## src/rtl/cofs_pkg.sv

```systemverilog
// Shared types, constants and helpers of the clock offset minimum filter.
`default_nettype none

package cofs_pkg;

    // Field widths
    localparam int FUNC_W   = 2;
    localparam int TYPE_W   = 8;
    localparam int IDENT_W  = 16;
    localparam int MS_W     = 27;
    localparam int REMOTE_W = 32;
    localparam int STATUS_W = 3;
    localparam int OFFSET_W = 27;
    localparam int COUNT_W  = 8;
    localparam int DELTA_W  = 32;
    localparam int WIDE_W   = 33;

    // Configuration port
    localparam int CFG_IDX_W  = 3;
    localparam int CFG_DATA_W = 32;

    localparam logic [CFG_IDX_W-1:0] CFG_IDX_CHECK_RANGE    = 3'd0;
    localparam logic [CFG_IDX_W-1:0] CFG_IDX_ROUND_TRIP_LIM = 3'd1;
    localparam logic [CFG_IDX_W-1:0] CFG_IDX_SAMPLES_NEEDED = 3'd2;
    localparam logic [CFG_IDX_W-1:0] CFG_IDX_RETRY_LIMIT    = 3'd3;
    localparam logic [CFG_IDX_W-1:0] CFG_IDX_LOCAL_IDENT    = 3'd4;

    // Register reset values
    localparam logic              CHECK_RANGE_RST    = 1'b1;
    localparam logic [MS_W-1:0]   ROUND_TRIP_LIM_RST = 27'd20;
    localparam logic [COUNT_W-1:0] SAMPLES_NEEDED_RST = 8'd5;
    localparam logic [COUNT_W-1:0] RETRY_LIMIT_RST    = 8'd10;
    localparam logic [IDENT_W-1:0] LOCAL_IDENT_RST    = 16'd0;

    // Protocol and arithmetic constants
    localparam logic [TYPE_W-1:0]         TS_REPLY  = 8'd14;
    localparam logic signed [WIDE_W-1:0]  WRAP_HIGH = 33'sd43199999;
    localparam logic signed [WIDE_W-1:0]  WRAP_LOW  = -33'sd43200000;
    localparam logic signed [WIDE_W-1:0]  DAY_MS    = 33'sd86400000;
    localparam logic signed [WIDE_W-1:0]  PROC_MS   = 33'sd5;
    localparam logic signed [WIDE_W-1:0]  OFF_MAX   = 33'sd67108863;
    localparam logic signed [WIDE_W-1:0]  OFF_MIN   = -33'sd67108864;
    localparam logic signed [DELTA_W-1:0] MIN_RST   = 32'sh7fffffff;

    // Queue between front and back
    localparam int QUEUE_DEPTH_DEF = 2;

    // Event kinds on the input channel
    typedef enum logic [FUNC_W-1:0] {
        FN_START   = 2'd0,
        FN_REPLY   = 2'd1,
        FN_TIMEOUT = 2'd2,
        FN_IOERR   = 2'd3
    } func_t;

    // Measurement status
    typedef enum logic [STATUS_W-1:0] {
        ST_RUNNING  = 3'd0,
        ST_GOOD     = 3'd1,
        ST_HOSTDOWN = 3'd2,
        ST_NONSTD   = 3'd3,
        ST_ERROR    = 3'd4
    } status_t;

    // Classified operation handed from front to back
    typedef enum logic [2:0] {
        OP_START   = 3'd0,
        OP_TIMEOUT = 3'd1,
        OP_IOERR   = 3'd2,
        OP_IGNORE  = 3'd3,
        OP_REJECT  = 3'd4,
        OP_NONSTD  = 3'd5,
        OP_SAMPLE  = 3'd6
    } op_kind_t;

    typedef struct packed {
        op_kind_t                   kind;
        logic signed [DELTA_W-1:0]  d_out;
        logic signed [DELTA_W-1:0]  d_in;
    } op_t;

    // Configuration register file contents
    typedef struct packed {
        logic                 check_range;
        logic [MS_W-1:0]      round_trip_limit;
        logic [COUNT_W-1:0]   samples_needed;
        logic [COUNT_W-1:0]   retry_limit;
        logic [IDENT_W-1:0]   local_ident;
    } cfg_t;

    // One add or subtract of a day brings a delta towards +-12 h
    function automatic logic signed [WIDE_W-1:0] fold_day(input logic signed [WIDE_W-1:0] d);
        logic signed [WIDE_W-1:0] r;
        begin
            r = d;
            if (d < WRAP_LOW)
            begin
                r = d + DAY_MS;
            end
            else if (d > WRAP_HIGH)
            begin
                r = d - DAY_MS;
            end
            return r;
        end
    endfunction

endpackage

`default_nettype wire

```

## src/rtl/cofs_if.sv

```systemverilog
// Channel interfaces: event input, result output and configuration write.
`default_nettype none

interface cofs_evt_if
    import cofs_pkg::*;
();
    logic                valid;
    logic                ready;
    logic [FUNC_W-1:0]   func;
    logic [TYPE_W-1:0]   reply_type;
    logic [IDENT_W-1:0]  reply_ident;
    logic [MS_W-1:0]     send_time;
    logic [MS_W-1:0]     recv_time;
    logic [REMOTE_W-1:0] remote_time;

    modport source (
        output valid, func, reply_type, reply_ident, send_time, recv_time, remote_time,
        input  ready
    );
    modport sink (
        input  valid, func, reply_type, reply_ident, send_time, recv_time, remote_time,
        output ready
    );
endinterface

interface cofs_res_if
    import cofs_pkg::*;
();
    logic                       valid;
    logic                       ready;
    logic [STATUS_W-1:0]        status;
    logic                       done_res;
    logic signed [OFFSET_W-1:0] offset_ms;
    logic [COUNT_W-1:0]         samples_taken;

    modport source (
        output valid, status, done_res, offset_ms, samples_taken,
        input  ready
    );
    modport sink (
        input  valid, status, done_res, offset_ms, samples_taken,
        output ready
    );
endinterface

interface cofs_cfg_if
    import cofs_pkg::*;
();
    logic                  valid;
    logic                  ready;
    logic [CFG_IDX_W-1:0]  index;
    logic [CFG_DATA_W-1:0] data;

    modport source (
        output valid, index, data,
        input  ready
    );
    modport sink (
        input  valid, index, data,
        output ready
    );
endinterface

`default_nettype wire

```

## src/rtl/clock_offset_min_filter.sv

```systemverilog
// Top level of the clock offset minimum filter: configuration registers and wiring.
//
//  channel  dir   handshake      carries
//  -------  ----  -------------  ---------------------------------------------------
//  evt      in    valid / ready  func, reply_type, reply_ident, send/recv/remote time
//  res      out   valid / ready  status, done_res, offset_ms, samples_taken
//  cfg      in    valid / ready  index, data (register write, ready always high)
//
//  One event per cycle sustained while results are taken; one result per event.
//  An event is classified and written into the queue on its transfer edge; when
//  popped it is applied to the state registers, and res.valid rises on that same
//  edge, so the result transfer comes after the queue and the result slot.
//  The front/back queue (QUEUE_DEPTH entries) absorbs result stalls; evt.ready
//  drops only when it is full. Reset restores the register defaults and clears
//  the measurement; no clearing pass is needed.
`default_nettype none

module clock_offset_min_filter
    import cofs_pkg::*;
#(
    parameter int QUEUE_DEPTH = QUEUE_DEPTH_DEF
)
(
    input  wire        clk,
    input  wire        rst_n,
    cofs_evt_if.sink   evt,
    cofs_res_if.source res,
    cofs_cfg_if.sink   cfg
);

    cfg_t cfg_reg;
    logic push;
    op_t  push_op;
    logic pop;
    logic q_valid;
    logic q_full;
    op_t  q_op;

    // Configuration register writes
    assign cfg.ready = 1'b1;

    always_ff @(posedge clk or negedge rst_n)
    begin
        if (!rst_n)
        begin
            cfg_reg.check_range      <= CHECK_RANGE_RST;
            cfg_reg.round_trip_limit <= ROUND_TRIP_LIM_RST;
            cfg_reg.samples_needed   <= SAMPLES_NEEDED_RST;
            cfg_reg.retry_limit      <= RETRY_LIMIT_RST;
            cfg_reg.local_ident      <= LOCAL_IDENT_RST;
        end
        else if (cfg.valid)
        begin
            unique case (cfg.index)
                CFG_IDX_CHECK_RANGE:    cfg_reg.check_range      <= cfg.data[0];
                CFG_IDX_ROUND_TRIP_LIM: cfg_reg.round_trip_limit <= cfg.data[MS_W-1:0];
                CFG_IDX_SAMPLES_NEEDED: cfg_reg.samples_needed   <= cfg.data[COUNT_W-1:0];
                CFG_IDX_RETRY_LIMIT:    cfg_reg.retry_limit      <= cfg.data[COUNT_W-1:0];
                CFG_IDX_LOCAL_IDENT:    cfg_reg.local_ident      <= cfg.data[IDENT_W-1:0];
                default:
                begin
                end
            endcase
        end
    end

    // Front end
    cofs_front u_front (
        .evt     (evt),
        .cfg     (cfg_reg),
        .q_full  (q_full),
        .push    (push),
        .push_op (push_op)
    );

    // Operation queue
    cofs_queue #(
        .DEPTH (QUEUE_DEPTH)
    ) u_queue (
        .clk     (clk),
        .rst_n   (rst_n),
        .push    (push),
        .push_op (push_op),
        .pop     (pop),
        .q_valid (q_valid),
        .q_full  (q_full),
        .q_op    (q_op)
    );

    // Back end
    cofs_back u_back (
        .clk     (clk),
        .rst_n   (rst_n),
        .cfg     (cfg_reg),
        .q_valid (q_valid),
        .q_op    (q_op),
        .pop     (pop),
        .res     (res)
    );

endmodule

`default_nettype wire

```

## src/rtl/cofs_front.sv

```systemverilog
// Front end: accepts events and classifies them into operations for the back end.
`default_nettype none

module cofs_front
    import cofs_pkg::*;
(
    cofs_evt_if.sink evt,
    input  var cfg_t cfg,
    input  wire      q_full,
    output logic     push,
    output op_t      push_op
);

    logic                      match;
    logic signed [MS_W:0]      rtt;
    logic                      rtt_bad;
    logic signed [WIDE_W-1:0]  d_out_raw;
    logic signed [WIDE_W-1:0]  d_in_raw;
    logic signed [WIDE_W-1:0]  d_out_fold;
    logic signed [WIDE_W-1:0]  d_in_fold;

    // Handshake: take an event whenever the queue has room
    assign evt.ready = !q_full;
    assign push      = evt.valid && !q_full;

    // Reply checks and folded deltas
    always_comb
    begin
        match      = (evt.reply_type == TS_REPLY) && (evt.reply_ident == cfg.local_ident);
        rtt        = $signed({1'b0, evt.recv_time}) - $signed({1'b0, evt.send_time});
        rtt_bad    = rtt[MS_W] ||
                     (cfg.check_range && (rtt[MS_W-1:0] > cfg.round_trip_limit));
        d_out_raw  = $signed({1'b0, evt.remote_time})
                   - $signed({{(WIDE_W-MS_W){1'b0}}, evt.send_time});
        d_in_raw   = $signed({{(WIDE_W-MS_W){1'b0}}, evt.recv_time})
                   - $signed({1'b0, evt.remote_time});
        d_out_fold = fold_day(d_out_raw);
        d_in_fold  = fold_day(d_in_raw);
    end

    // Classification
    always_comb
    begin
        push_op.d_out = d_out_fold[DELTA_W-1:0];
        push_op.d_in  = d_in_fold[DELTA_W-1:0];
        unique case (func_t'(evt.func))
            FN_START:   push_op.kind = OP_START;
            FN_TIMEOUT: push_op.kind = OP_TIMEOUT;
            FN_IOERR:   push_op.kind = OP_IOERR;
            FN_REPLY:
            begin
                priority if (!match)
                begin
                    push_op.kind = OP_IGNORE;
                end
                else if (rtt_bad)
                begin
                    push_op.kind = OP_REJECT;
                end
                else if (evt.remote_time[REMOTE_W-1])
                begin
                    push_op.kind = OP_NONSTD;
                end
                else
                begin
                    push_op.kind = OP_SAMPLE;
                end
            end
            default:    push_op.kind = OP_IGNORE;
        endcase
    end

endmodule

`default_nettype wire

```

## src/rtl/cofs_queue.sv

```systemverilog
// Short FIFO of classified operations between front and back.
`default_nettype none

module cofs_queue
    import cofs_pkg::*;
#(
    parameter int DEPTH = QUEUE_DEPTH_DEF
)
(
    input  wire     clk,
    input  wire     rst_n,
    input  wire     push,
    input  var op_t push_op,
    input  wire     pop,
    output logic    q_valid,
    output logic    q_full,
    output op_t     q_op
);

    localparam int PTR_W = (DEPTH > 1) ? $clog2(DEPTH) : 1;
    localparam int CNT_W = $clog2(DEPTH + 1);
    localparam logic [PTR_W-1:0] LAST_PTR = PTR_W'(DEPTH - 1);
    localparam logic [CNT_W-1:0] FULL_CNT = CNT_W'(DEPTH);

    op_t              store [DEPTH];
    logic [PTR_W-1:0] wr_ptr_reg, wr_ptr_next;
    logic [PTR_W-1:0] rd_ptr_reg, rd_ptr_next;
    logic [CNT_W-1:0] count_reg, count_next;

    assign q_valid = (count_reg != '0);
    assign q_full  = (count_reg == FULL_CNT);
    assign q_op    = store[rd_ptr_reg];

    // Pointer and fill count update
    always_comb
    begin
        wr_ptr_next = wr_ptr_reg;
        rd_ptr_next = rd_ptr_reg;
        count_next  = count_reg;
        if (push)
        begin
            wr_ptr_next = (wr_ptr_reg == LAST_PTR) ? '0 : wr_ptr_reg + 1'b1;
        end
        if (pop)
        begin
            rd_ptr_next = (rd_ptr_reg == LAST_PTR) ? '0 : rd_ptr_reg + 1'b1;
        end
        if (push && !pop)
        begin
            count_next = count_reg + 1'b1;
        end
        else if (pop && !push)
        begin
            count_next = count_reg - 1'b1;
        end
    end

    always_ff @(posedge clk or negedge rst_n)
    begin
        if (!rst_n)
        begin
            wr_ptr_reg <= '0;
            rd_ptr_reg <= '0;
            count_reg  <= '0;
        end
        else
        begin
            wr_ptr_reg <= wr_ptr_next;
            rd_ptr_reg <= rd_ptr_next;
            count_reg  <= count_next;
        end
    end

    // Entry storage
    always_ff @(posedge clk)
    begin
        if (push)
        begin
            store[wr_ptr_reg] <= push_op;
        end
    end

    // Checks
    a_no_overfill: assert property (@(posedge clk) disable iff (!rst_n)
        count_reg <= FULL_CNT)
        else $error("queue fill count beyond depth");

    a_no_underrun: assert property (@(posedge clk) disable iff (!rst_n)
        pop |-> q_valid)
        else $error("queue popped while empty");

endmodule

`default_nettype wire

```

## src/rtl/cofs_back.sv

```systemverilog
// Back end: applies operations to the measurement state and presents the result.
`default_nettype none

module cofs_back
    import cofs_pkg::*;
(
    input  wire      clk,
    input  wire      rst_n,
    input  var cfg_t cfg,
    input  wire      q_valid,
    input  var op_t  q_op,
    output logic     pop,
    cofs_res_if.source res
);

    status_t                    status_reg, status_next;
    logic signed [DELTA_W-1:0]  min_out_reg, min_out_next;
    logic signed [DELTA_W-1:0]  min_in_reg, min_in_next;
    logic [COUNT_W-1:0]         acc_cnt_reg, acc_cnt_next;
    logic [COUNT_W-1:0]         retry_cnt_reg, retry_cnt_next;
    logic signed [OFFSET_W-1:0] offset_reg, offset_next;
    logic                       res_valid_reg, res_valid_next;

    logic signed [WIDE_W-1:0]   diff;
    logic signed [WIDE_W-1:0]   half;
    logic signed [WIDE_W-1:0]   off_full;
    logic                       running;

    // A new operation is applied when the result slot is free or being taken
    assign pop     = q_valid && (!res_valid_reg || res.ready);
    assign running = (status_reg == ST_RUNNING);

    // Offset from the updated minima: halve toward zero, add processing time, saturate
    always_comb
    begin
        diff     = WIDE_W'(min_out_next) - WIDE_W'(min_in_next);
        half     = (diff + (diff[WIDE_W-1] ? WIDE_W'(1) : WIDE_W'(0))) >>> 1;
        off_full = half + PROC_MS;
        if (off_full > OFF_MAX)
        begin
            off_full = OFF_MAX;
        end
        else if (off_full < OFF_MIN)
        begin
            off_full = OFF_MIN;
        end
    end

    // State update
    always_comb
    begin
        status_next    = status_reg;
        min_out_next   = min_out_reg;
        min_in_next    = min_in_reg;
        acc_cnt_next   = acc_cnt_reg;
        retry_cnt_next = retry_cnt_reg;
        offset_next    = offset_reg;
        if (pop)
        begin
            if (q_op.kind == OP_START)
            begin
                status_next    = ST_RUNNING;
                min_out_next   = MIN_RST;
                min_in_next    = MIN_RST;
                acc_cnt_next   = '0;
                retry_cnt_next = '0;
                offset_next    = '0;
            end
            else if (running)
            begin
                unique case (q_op.kind)
                    OP_TIMEOUT:
                    begin
                        retry_cnt_next = retry_cnt_reg + 1'b1;
                        if (retry_cnt_next >= cfg.retry_limit)
                        begin
                            status_next = ST_HOSTDOWN;
                        end
                    end
                    OP_IOERR:
                    begin
                        status_next = ST_ERROR;
                    end
                    OP_REJECT:
                    begin
                        retry_cnt_next = '0;
                    end
                    OP_NONSTD:
                    begin
                        retry_cnt_next = '0;
                        status_next    = ST_NONSTD;
                    end
                    OP_SAMPLE:
                    begin
                        retry_cnt_next = '0;
                        if (q_op.d_out < min_out_reg)
                        begin
                            min_out_next = q_op.d_out;
                        end
                        if (q_op.d_in < min_in_reg)
                        begin
                            min_in_next = q_op.d_in;
                        end
                        acc_cnt_next = acc_cnt_reg + 1'b1;
                        if (acc_cnt_next >= cfg.samples_needed)
                        begin
                            offset_next = off_full[OFFSET_W-1:0];
                            status_next = ST_GOOD;
                        end
                    end
                    default:
                    begin
                    end
                endcase
            end
        end
    end

    // Result slot valid
    always_comb
    begin
        res_valid_next = res_valid_reg;
        if (pop)
        begin
            res_valid_next = 1'b1;
        end
        else if (res.ready)
        begin
            res_valid_next = 1'b0;
        end
    end

    always_ff @(posedge clk or negedge rst_n)
    begin
        if (!rst_n)
        begin
            status_reg    <= ST_RUNNING;
            min_out_reg   <= MIN_RST;
            min_in_reg    <= MIN_RST;
            acc_cnt_reg   <= '0;
            retry_cnt_reg <= '0;
            offset_reg    <= '0;
            res_valid_reg <= 1'b0;
        end
        else
        begin
            status_reg    <= status_next;
            min_out_reg   <= min_out_next;
            min_in_reg    <= min_in_next;
            acc_cnt_reg   <= acc_cnt_next;
            retry_cnt_reg <= retry_cnt_next;
            offset_reg    <= offset_next;
            res_valid_reg <= res_valid_next;
        end
    end

    // State only changes on pop, so the state registers are the result payload
    assign res.valid         = res_valid_reg;
    assign res.status        = status_reg;
    assign res.done_res      = !running;
    assign res.offset_ms     = (status_reg == ST_GOOD) ? offset_reg : '0;
    assign res.samples_taken = acc_cnt_reg;

    // Checks
    a_frozen_when_done: assert property (@(posedge clk) disable iff (!rst_n)
        pop && !running && (q_op.kind != OP_START)
        |=> $stable(min_out_reg) && $stable(min_in_reg) && $stable(status_reg))
        else $error("finished measurement changed without a start");

    a_sample_counts: assert property (@(posedge clk) disable iff (!rst_n)
        pop && running && (q_op.kind == OP_SAMPLE)
        |=> acc_cnt_reg == COUNT_W'($past(acc_cnt_reg) + 1'b1))
        else $error("accepted sample not counted");

    a_payload_held: assert property (@(posedge clk) disable iff (!rst_n)
        res_valid_reg && !res.ready |=> $stable(status_reg) && $stable(acc_cnt_reg))
        else $error("state moved under a stalled result");

endmodule

`default_nettype wire

```

## src/flat_wrapper.sv

```systemverilog
// flat-port wrapper written by rule: the top's interface ports become plain ports
module clock_offset_min_filter_flat import cofs_pkg::*;
#(
    parameter int QUEUE_DEPTH = QUEUE_DEPTH_DEF
)
  (clk, rst_n, evt_valid, evt_func, evt_reply_type, evt_reply_ident, evt_send_time, evt_recv_time, evt_remote_time, evt_ready, res_valid, res_status, res_done_res, res_offset_ms, res_samples_taken, res_ready, cfg_valid, cfg_index, cfg_data, cfg_ready);
  cofs_evt_if evt_i ();
  cofs_res_if res_i ();
  cofs_cfg_if cfg_i ();
  input  wire clk;
  input  wire rst_n;
  input wire logic [$bits(evt_i.valid)-1:0] evt_valid;
  input wire logic [$bits(evt_i.func)-1:0] evt_func;
  input wire logic [$bits(evt_i.reply_type)-1:0] evt_reply_type;
  input wire logic [$bits(evt_i.reply_ident)-1:0] evt_reply_ident;
  input wire logic [$bits(evt_i.send_time)-1:0] evt_send_time;
  input wire logic [$bits(evt_i.recv_time)-1:0] evt_recv_time;
  input wire logic [$bits(evt_i.remote_time)-1:0] evt_remote_time;
  output wire logic [$bits(evt_i.ready)-1:0] evt_ready;
  output wire logic [$bits(res_i.valid)-1:0] res_valid;
  output wire logic [$bits(res_i.status)-1:0] res_status;
  output wire logic [$bits(res_i.done_res)-1:0] res_done_res;
  output wire logic [$bits(res_i.offset_ms)-1:0] res_offset_ms;
  output wire logic [$bits(res_i.samples_taken)-1:0] res_samples_taken;
  input wire logic [$bits(res_i.ready)-1:0] res_ready;
  input wire logic [$bits(cfg_i.valid)-1:0] cfg_valid;
  input wire logic [$bits(cfg_i.index)-1:0] cfg_index;
  input wire logic [$bits(cfg_i.data)-1:0] cfg_data;
  output wire logic [$bits(cfg_i.ready)-1:0] cfg_ready;
  assign evt_i.valid = evt_valid;
  assign evt_i.func = evt_func;
  assign evt_i.reply_type = evt_reply_type;
  assign evt_i.reply_ident = evt_reply_ident;
  assign evt_i.send_time = evt_send_time;
  assign evt_i.recv_time = evt_recv_time;
  assign evt_i.remote_time = evt_remote_time;
  assign evt_ready = evt_i.ready;
  assign res_valid = res_i.valid;
  assign res_status = res_i.status;
  assign res_done_res = res_i.done_res;
  assign res_offset_ms = res_i.offset_ms;
  assign res_samples_taken = res_i.samples_taken;
  assign res_i.ready = res_ready;
  assign cfg_i.valid = cfg_valid;
  assign cfg_i.index = cfg_index;
  assign cfg_i.data = cfg_data;
  assign cfg_ready = cfg_i.ready;
  clock_offset_min_filter #(.QUEUE_DEPTH(QUEUE_DEPTH)) u_core (.clk(clk), .rst_n(rst_n), .evt(evt_i), .res(res_i), .cfg(cfg_i));
endmodule
```

## config.mk

```make
export PLATFORM = sky130hd
export DESIGN_NAME = clock_offset_min_filter_flat
export DESIGN_NICKNAME = d
export VERILOG_FILES = /design/src/rtl/cofs_pkg.sv /design/src/rtl/cofs_if.sv /design/src/rtl/clock_offset_min_filter.sv /design/src/rtl/cofs_front.sv /design/src/rtl/cofs_queue.sv /design/src/rtl/cofs_back.sv /design/src/flat_wrapper.sv
export SDC_FILE = /design/constraint.sdc
export NUM_CORES = 1
export LEC_CHECK = 0
export BUFFER_PORTS_ARGS = -buffer_cell sky130_fd_sc_hd__buf_2
export CORE_MARGIN = 3
export CORE_UTILIZATION = 67
export CTS_CLUSTER_SIZE = 20
export DETAILED_ROUTE_END_ITERATION = 7
export PLACE_DENSITY = 0.87
export SKIP_CTS_REPAIR_TIMING = 1
export SLEW_MARGIN = 20
export SYNTH_ARGS = -nofsm -noshare
export SYNTH_HDL_FRONTEND = slang
export SYNTH_SLANG_ARGS = --single-unit
export TNS_END_PERCENT = 10
```

## constraint.sdc

```tcl
create_clock -name clk -period 24.8 [get_ports clk]
set_input_delay 2.48 -clock clk [delete_from_list [all_inputs] [get_ports clk]]
set_output_delay 2.48 -clock clk [all_outputs]
set_load 0.02 [all_outputs]
```

# Word-level counts from Yosys, hierarchy flattened
# Memory sizes are Yosys's and may differ from the RTL's.
# Index checks and enable logic that the tools add are counted.
# totals
ramBits	134
input_bits	152
register_bits	175
n_memories	1
# memory_table
memory	depth	width	read_ports	rd_clocked_by_memory_dff	wr	line_no	text
u_core.u_queue.store	2	67	1	0	1	cofs_queue.sv:25	op_t store [DEPTH];
# op_classes
eq_ne	18
order_cmp	11
n_mux	45
n_reduce_logical	35
add_sub_neg	16
# ops
op	n
32-bit 2-to-1 mux	14
27-bit 2-to-1 mux	7
33-bit by 27-bit greater-than comparator with 1-bit output (second input constant)	3
33-bit by 27-bit less-than comparator with 1-bit output (second input constant)	3
32-bit by 28-bit adder with 32-bit output (second input constant)	2
32-bit less-than comparator	2
32-bit by 28-bit subtractor with 32-bit output (second input constant)	2
8-bit 2-to-1 mux	5
32-bit by 4-bit adder with 33-bit output (second input constant)	1
33-bit by 2-bit adder with 33-bit output	1
27-bit by 32-bit subtractor with 33-bit output	1
32-bit by 27-bit subtractor with 33-bit output	1
32-bit by 32-bit subtractor with 33-bit output	1
27-bit by 27-bit subtractor with 28-bit output	1
27-bit greater-than comparator	1
3-bit one-hot mux with 4 select lines	2
8-bit by 1-bit adder with 8-bit output (second input constant)	2
16-bit == test	1
8-bit greater-or-equal comparator	2
8-bit one-hot mux with 2 select lines	1
3-bit 2-to-1 mux	5
3-bit == test (second input constant)	4
2-bit nonzero test	6
2-bit AND reduction	5
other kinds (22)	52

# Logic depth before layout (Yosys ltp)
# An unclocked memory read counts as a cell.
# depth
word_depth	18
depth_mapped	47
ltp_nobuf	40

# Modules after synthesis
# From an unflattened synthesis, not the netlist that was laid out.
# unflattened
hier_cells	2948
hier_area_um2	27382.5
# modules_own_cells
module	n_inst	area_each_um2	cells_per_inst
cofs_back	1	11557.3	1365
cofs_front	1	8286.7	1225
cofs_queue	1	5114.9	225
clock_offset_min_filter	1	2423.6	133

# Worst setup path before layout
# OpenSTA, ideal clock, no wires.
# synth_timing
kind	flip-flop to flip-flop
from	register u_core.u_queue.rd_ptr_reg
to	register u_core.u_back.offset_reg[10]
stages_incl_launch_ff	46
slack_ns	14.464
arrival_time_ns	10.271
setup_time_ns	0.065
required_time_ns	24.735
path_cell_list	dfrtp_1 clkbuf_1 buf_1 clkbuf_1 mux2_2 ha_1 a21boi_0 o21a_1 o21a_1 o21a_1 o21a_1 o21a_1 o21a_1 o21ai_0 a211oi_1 o31ai_1 a32o_1 and2_1 [10 not listed] a31oi_1 clkbuf_1 o21ai_0 nor2_1 ha_1 nand4_2 nor4b_4 nand4_2 nand2b_4 o32ai_2 nor2_2 or4_1 a2111o_1 nor4_2 nand4_1 a31oi_4 buf_6 a2111o_1
# synth_between
elab_chain_cells	18
elab_cells_between_ends	31
classes_between	3 x add/sub; 4 x order compare; 1 x eq/ne; 17 x mux; 5 x reduce/logical; 1 x memory
# synth_lines
item	line_no	text
start, declared	cofs_queue.sv:27	logic [PTR_W-1:0] rd_ptr_reg, rd_ptr_next;
start signal, assigned	cofs_queue.sv:69	rd_ptr_reg <= rd_ptr_next;
memory 2 x 67 bit *	-	
32-bit less-than comparator (on tied branches)	cofs_back.sv:96, cofs_back.sv:100	
32-bit 2-to-1 mux (on tied branches)	cofs_back.sv:96, cofs_back.sv:100	
32-bit 2-to-1 mux	cofs_back.sv:71	unique case (q_op.kind)
32-bit 2-to-1 mux	cofs_back.sv:69	else if (running)
32-bit 2-to-1 mux	cofs_back.sv:60	if (q_op.kind == OP_START)
32-bit 2-to-1 mux	cofs_back.sv:58	if (pop)
32-bit by 32-bit subtractor with 33-bit output	cofs_back.sv:36	diff = WIDE_W'(min_out_next) - WIDE_W'(min_in_next);
[2 not listed]	-	
32-bit by 4-bit adder with 33-bit output	cofs_back.sv:38	off_full = half + PROC_MS;
33-bit by 27-bit less-than comparator with 1-bit output	cofs_back.sv:43	else if (off_full < OFF_MIN)
27-bit 2-to-1 mux	cofs_back.sv:43	
27-bit 2-to-1 mux	cofs_back.sv:39	if (off_full > OFF_MAX)
27-bit 2-to-1 mux	cofs_back.sv:105	if (acc_cnt_next >= cfg.samples_needed)
27-bit 2-to-1 mux	cofs_back.sv:71	
27-bit 2-to-1 mux	cofs_back.sv:69	
27-bit 2-to-1 mux	cofs_back.sv:60	
end signal, assigned	cofs_back.sv:152	offset_reg <= offset_next;
end, declared	cofs_back.sv:21	logic signed [OFFSET_W-1:0] offset_reg, offset_next;
# Every way passes the cells marked *; elsewhere a longest branch is shown, timed or not. The select of a mux whose other input is x is not followed.
# A chain may end at the register's enable or synchronous reset.

# Final worst setup path
# layout_timing
from	register u_core.u_queue.rd_ptr_reg
to	register u_core.u_back.offset_reg[1]
# The elaborated chain is that of the path after synthesis.

==> flow_metrics.py <==
metrics = {
    "die": {
        "rows": 71,
        "dieArea_um2": 41130,
        "core_um2": 37930,
        "die_x_um": 202.8,
        "die_h_um": 202.8,
        "ios": 194,
        "start_util": 0.6841,
    },
    "sta": {
        "worst_pin_slew_ps": 1228,
        "rsz0062_at_grt": "no",
        "slew_violations": 0,
        "fin_ws_ps": 12690,
        "hold_ws_ps": 486.2,
        "finalSetupViolCount": 0,
        "fmax_mhz": 82.54,
        "slew_headroom": 0.1786,
        "post-route-period-util": 0.4885,
        "fin_skew_ps": 22.13,
        "setup_tns_ps": 0,
        "finalCriticalPeriod_ps": 12110,
        "hold_viol_final": 0,
    },
    "logic_synthesis": {
        "synth_edf_count": 134,
        "syn_inst": 2857,
        "yosys.area_share.simple": 0.1858,
        "synth_top_family_by_area": "compound AO/OA/AOI/OAI gates",
        "synthXorXnorAreaFrac": 0.07136,
        "synth_cell_types": 113,
        "async_flop_share": 0.5663,
        "synth_compound_area_frac": 0.2004,
        "synthFlopType": "edfxtp_1",
        "yosysSeqAreaShare": 0.3271,
        "ys_ff_latch": 309,
        "synth.area.mux_share": 0.05429,
        "synth_nets": 3241,
        "syn_avg_cell_area_um2": 9.083,
        "synth-adder-area-share": 0.1130,
        "synthesis.area_um2": 25950,
        "ys_warn_count": 0,
    },
    "final_layout": {
        "fill_cells": 2662,
        "drive_above_1_share": 0.1692,
        "areaGrowthSynthToFinish_pct": 9.831,
        "stdcell_area_um2": 28500,
        "layout_common_cells": "ha_1 (228), inv_1 (225), nor2_1 (201)",
        "final_common_cell": "ha_1",
        "largest_reg_flops": 134,
        "nets": 3384,
    },
    "setup_path": {
        "worstPathArrival_ps": 12590,
        "slowest_stage": "nor2_2",
        "crit_type": "reg -> reg",
        "critPathMaxFanout": 63,
        "cp-start-kind": "flop",
        "crit_required_ps": 25280,
        "crit_path_frequent_cell": "o21a_1",
        "path_buf_inv": 3,
        "endpoint_kind": "flop",
        "critical-path-max-stage-delay_ps": 920,
        "crit_family": "compound AO/OA/AOI/OAI gates",
    },
    "min_path": {
        "hold_class": "reg -> reg",
    },
    "placement": {
        "dpl_cell_area_um2": 27300,
        "dpl.hpwl_mm": 53.36,
        "numPortBuffers": 187,
        "place_congestion": 0.9603,
        "place_ws_ps": 12880,
    },
    "cts": {
        "clockRootBuffer": "clkbuf_16",
        "cts_made_buffers": 34,
        "numClockSinks": 309,
        "htree_levels": 2,
        "clk_latency_ps": 550,
        "path_clk_slew_ps": 60,
        "cts_tree": "yes",
        "clockBufferDepth": 3,
    },
    "power_and_ir_drop": {
        "peakVddDrop_uv": 96.67,
        "power_density_nw_per_um2": 142.3,
        "p_leak_nw": 12.99,
    },
    "drt": {
        "remaining_drc_errors": 0,
        "routedWlPerCell_um": 20.07,
        "viasPerCell": 6.496,
        "drtAntennaViolNets": 0,
        "num_vias": 22991,
        "wirelength_mm": 71.04,
        "drtIter0Drc": 1921,
        "first_pass_iters": 7,
    },
    "status": {
        "run_status": "finished, final reports clean",
    },
    "global_route": {
        "grt_max_degree": 105,
        "grt_remaining_overflow": 0,
        "grt_use_total": 0.3389,
        "antenna_found_initial": 3,
        "grt_first_pass_wirelength_mm": 114.1,
        "grt_pass1_vias": 22507,
    },
    "job": {
        "maxCapViolations": 0,
    },
}
==> cells in the mapped netlist, types with 10 or more instances <==
library cell / count / area, µm²
nor3b_1: 10 / 75.07
nor2_1: 203 / 762.0
o22ai_1: 24 / 150.1
o31ai_1: 17 / 127.6
o21ai_1: 14 / 70.07
or3_1: 25 / 156.4
and3_1: 35 / 219.0
buf_2: 13 / 65.06
a22o_1: 12 / 105.1
edfxtp_1: 134 / 4024
a21oi_1: 127 / 635.6
dfstp_2: 69 / 1813
a31oi_1: 53 / 331.6
o211ai_1: 20 / 150.1
or2_2: 17 / 106.4
o311ai_0: 10 / 87.58
inv_1: 225 / 844.6
nand2_1: 198 / 743.2
nor2b_1: 35 / 219.0
mux2_2: 94 / 1059
xnor2_1: 143 / 1252
nor4_1: 20 / 125.1
a21o_1: 50 / 375.4
a21boi_0: 10 / 75.07
nor3_1: 70 / 350.3
xor2_1: 61 / 534.3
a211oi_1: 28 / 210.2
dfrtp_1: 106 / 2653
nand2b_1: 33 / 206.5
a31o_2: 10 / 87.58
o21a_1: 55 / 412.9
nand4_1: 51 / 319.1
o2111ai_1: 12 / 105.1
nand3_1: 76 / 380.4
clkbuf_1: 75 / 281.5
ha_1: 228 / 2853
and2_1: 73 / 456.7
o21ai_0: 133 / 665.6
a211o_1: 11 / 96.34
mux2i_1: 35 / 350.3
a2111o_1: 27 / 304.0
o21bai_1: 14 / 105.1
==> layout make-up <==
class,count,area [µm²],share of cell area
Antenna cell,2,5.005,0.0001756
Clock buffer,42,910.9,0.03196
Clock inverter,20,264.0,0.009263
Inverter,225,844.6,0.02963
Multi-Input combinational cell,2228,16290,0.5716
Sequential cell,309,8491,0.2979
Tap cell,511,639.4,0.02243
Timing Repair Buffer,202,1055,0.03701
==> report_power, final <==
| part | total (W) | leakage, nW | switching (W) | internal, W |
|---|---|---|---|---|
| logic | 0.00276 | 9.09 | 0.00176 | 0.000994 |
| registers | 0.000764 | 3.33 | 0.0000570 | 0.000707 |
| clock network | 0.000536 | 0.573 | 0.000218 | 0.000318 |
| total | 0.00406 | 13.0 | 0.00204 | 0.00202 |
==> through the flow <==
| stage | cells | total power (W) | utilization |
|---|---|---|---|
| after global routing | 3539 | 0.004342 | 0.7514 |
| after CTS | 3537 | 0.004008 | 0.7508 |
| final | 3539 | 0.004055 | 0.7514 |
| after floorplan | 2857 | 0.002787 | - |
| after detailed placement | 3475 | 0.003442 | 0.7198 |
| after global placement | 3475 | 0.003365 | 0.7198 |
==> kinds of logic (layout without fill, tap and decap cells) <==
family / count (synthesis) / after routing
compound gates: 739 / 739
buf+inv: 320 / 489
xor+xnor: 208 / 208
fa+ha+maj: 232 / 232
simple gates: 919 / 919
other cells: 1 / 3
flops: 309 / 309
mux: 129 / 129
==> worst register-to-register path: cells and delay by family (launching register included) <==
family / cells / cell delay (ps)
muxes: 3 / 980
adders and majority gates: 4 / 1190
xor gates and xnor gates: 1 / 180
AOI/OAI and AO/OA: 21 / 5350
and+or+nand+nor: 8 / 2410
DFF: 1 / 570
buffers and inverters: 3 / 1360
==> layer usage <==
layer,vias to the layer above,GRT usage,wire length (µm)
met1,10957,0.4380,29180
met2,1032,0.5780,34030
met5,-,0,9
li1,10792,-,-
met4,2,0.1517,3301
met3,208,0.03591,4520
==> final timing paths <==
path / start / to / slack, ps / depth (start not counted)
worst min register to register: u_core.u_back.offset_reg[20] / u_core.u_back.offset_reg[20] / 490 / 1
worst max register to register: u_core.u_queue.rd_ptr_reg / u_core.u_back.offset_reg[1] / 12690 / 40
worst max-delay path: u_core.u_queue.rd_ptr_reg / u_core.u_back.offset_reg[1] / 12690 / 40
max in group asynchronous: rst_n / u_core.cfg_reg[58] / 21210 / 2
worst min-delay path: u_core.u_back.offset_reg[20] / u_core.u_back.offset_reg[20] / 490 / 1
min in group asynchronous: rst_n / u_core.u_back.offset_reg[15] / 2040 / 1
(Power assumes the default switching activity.)
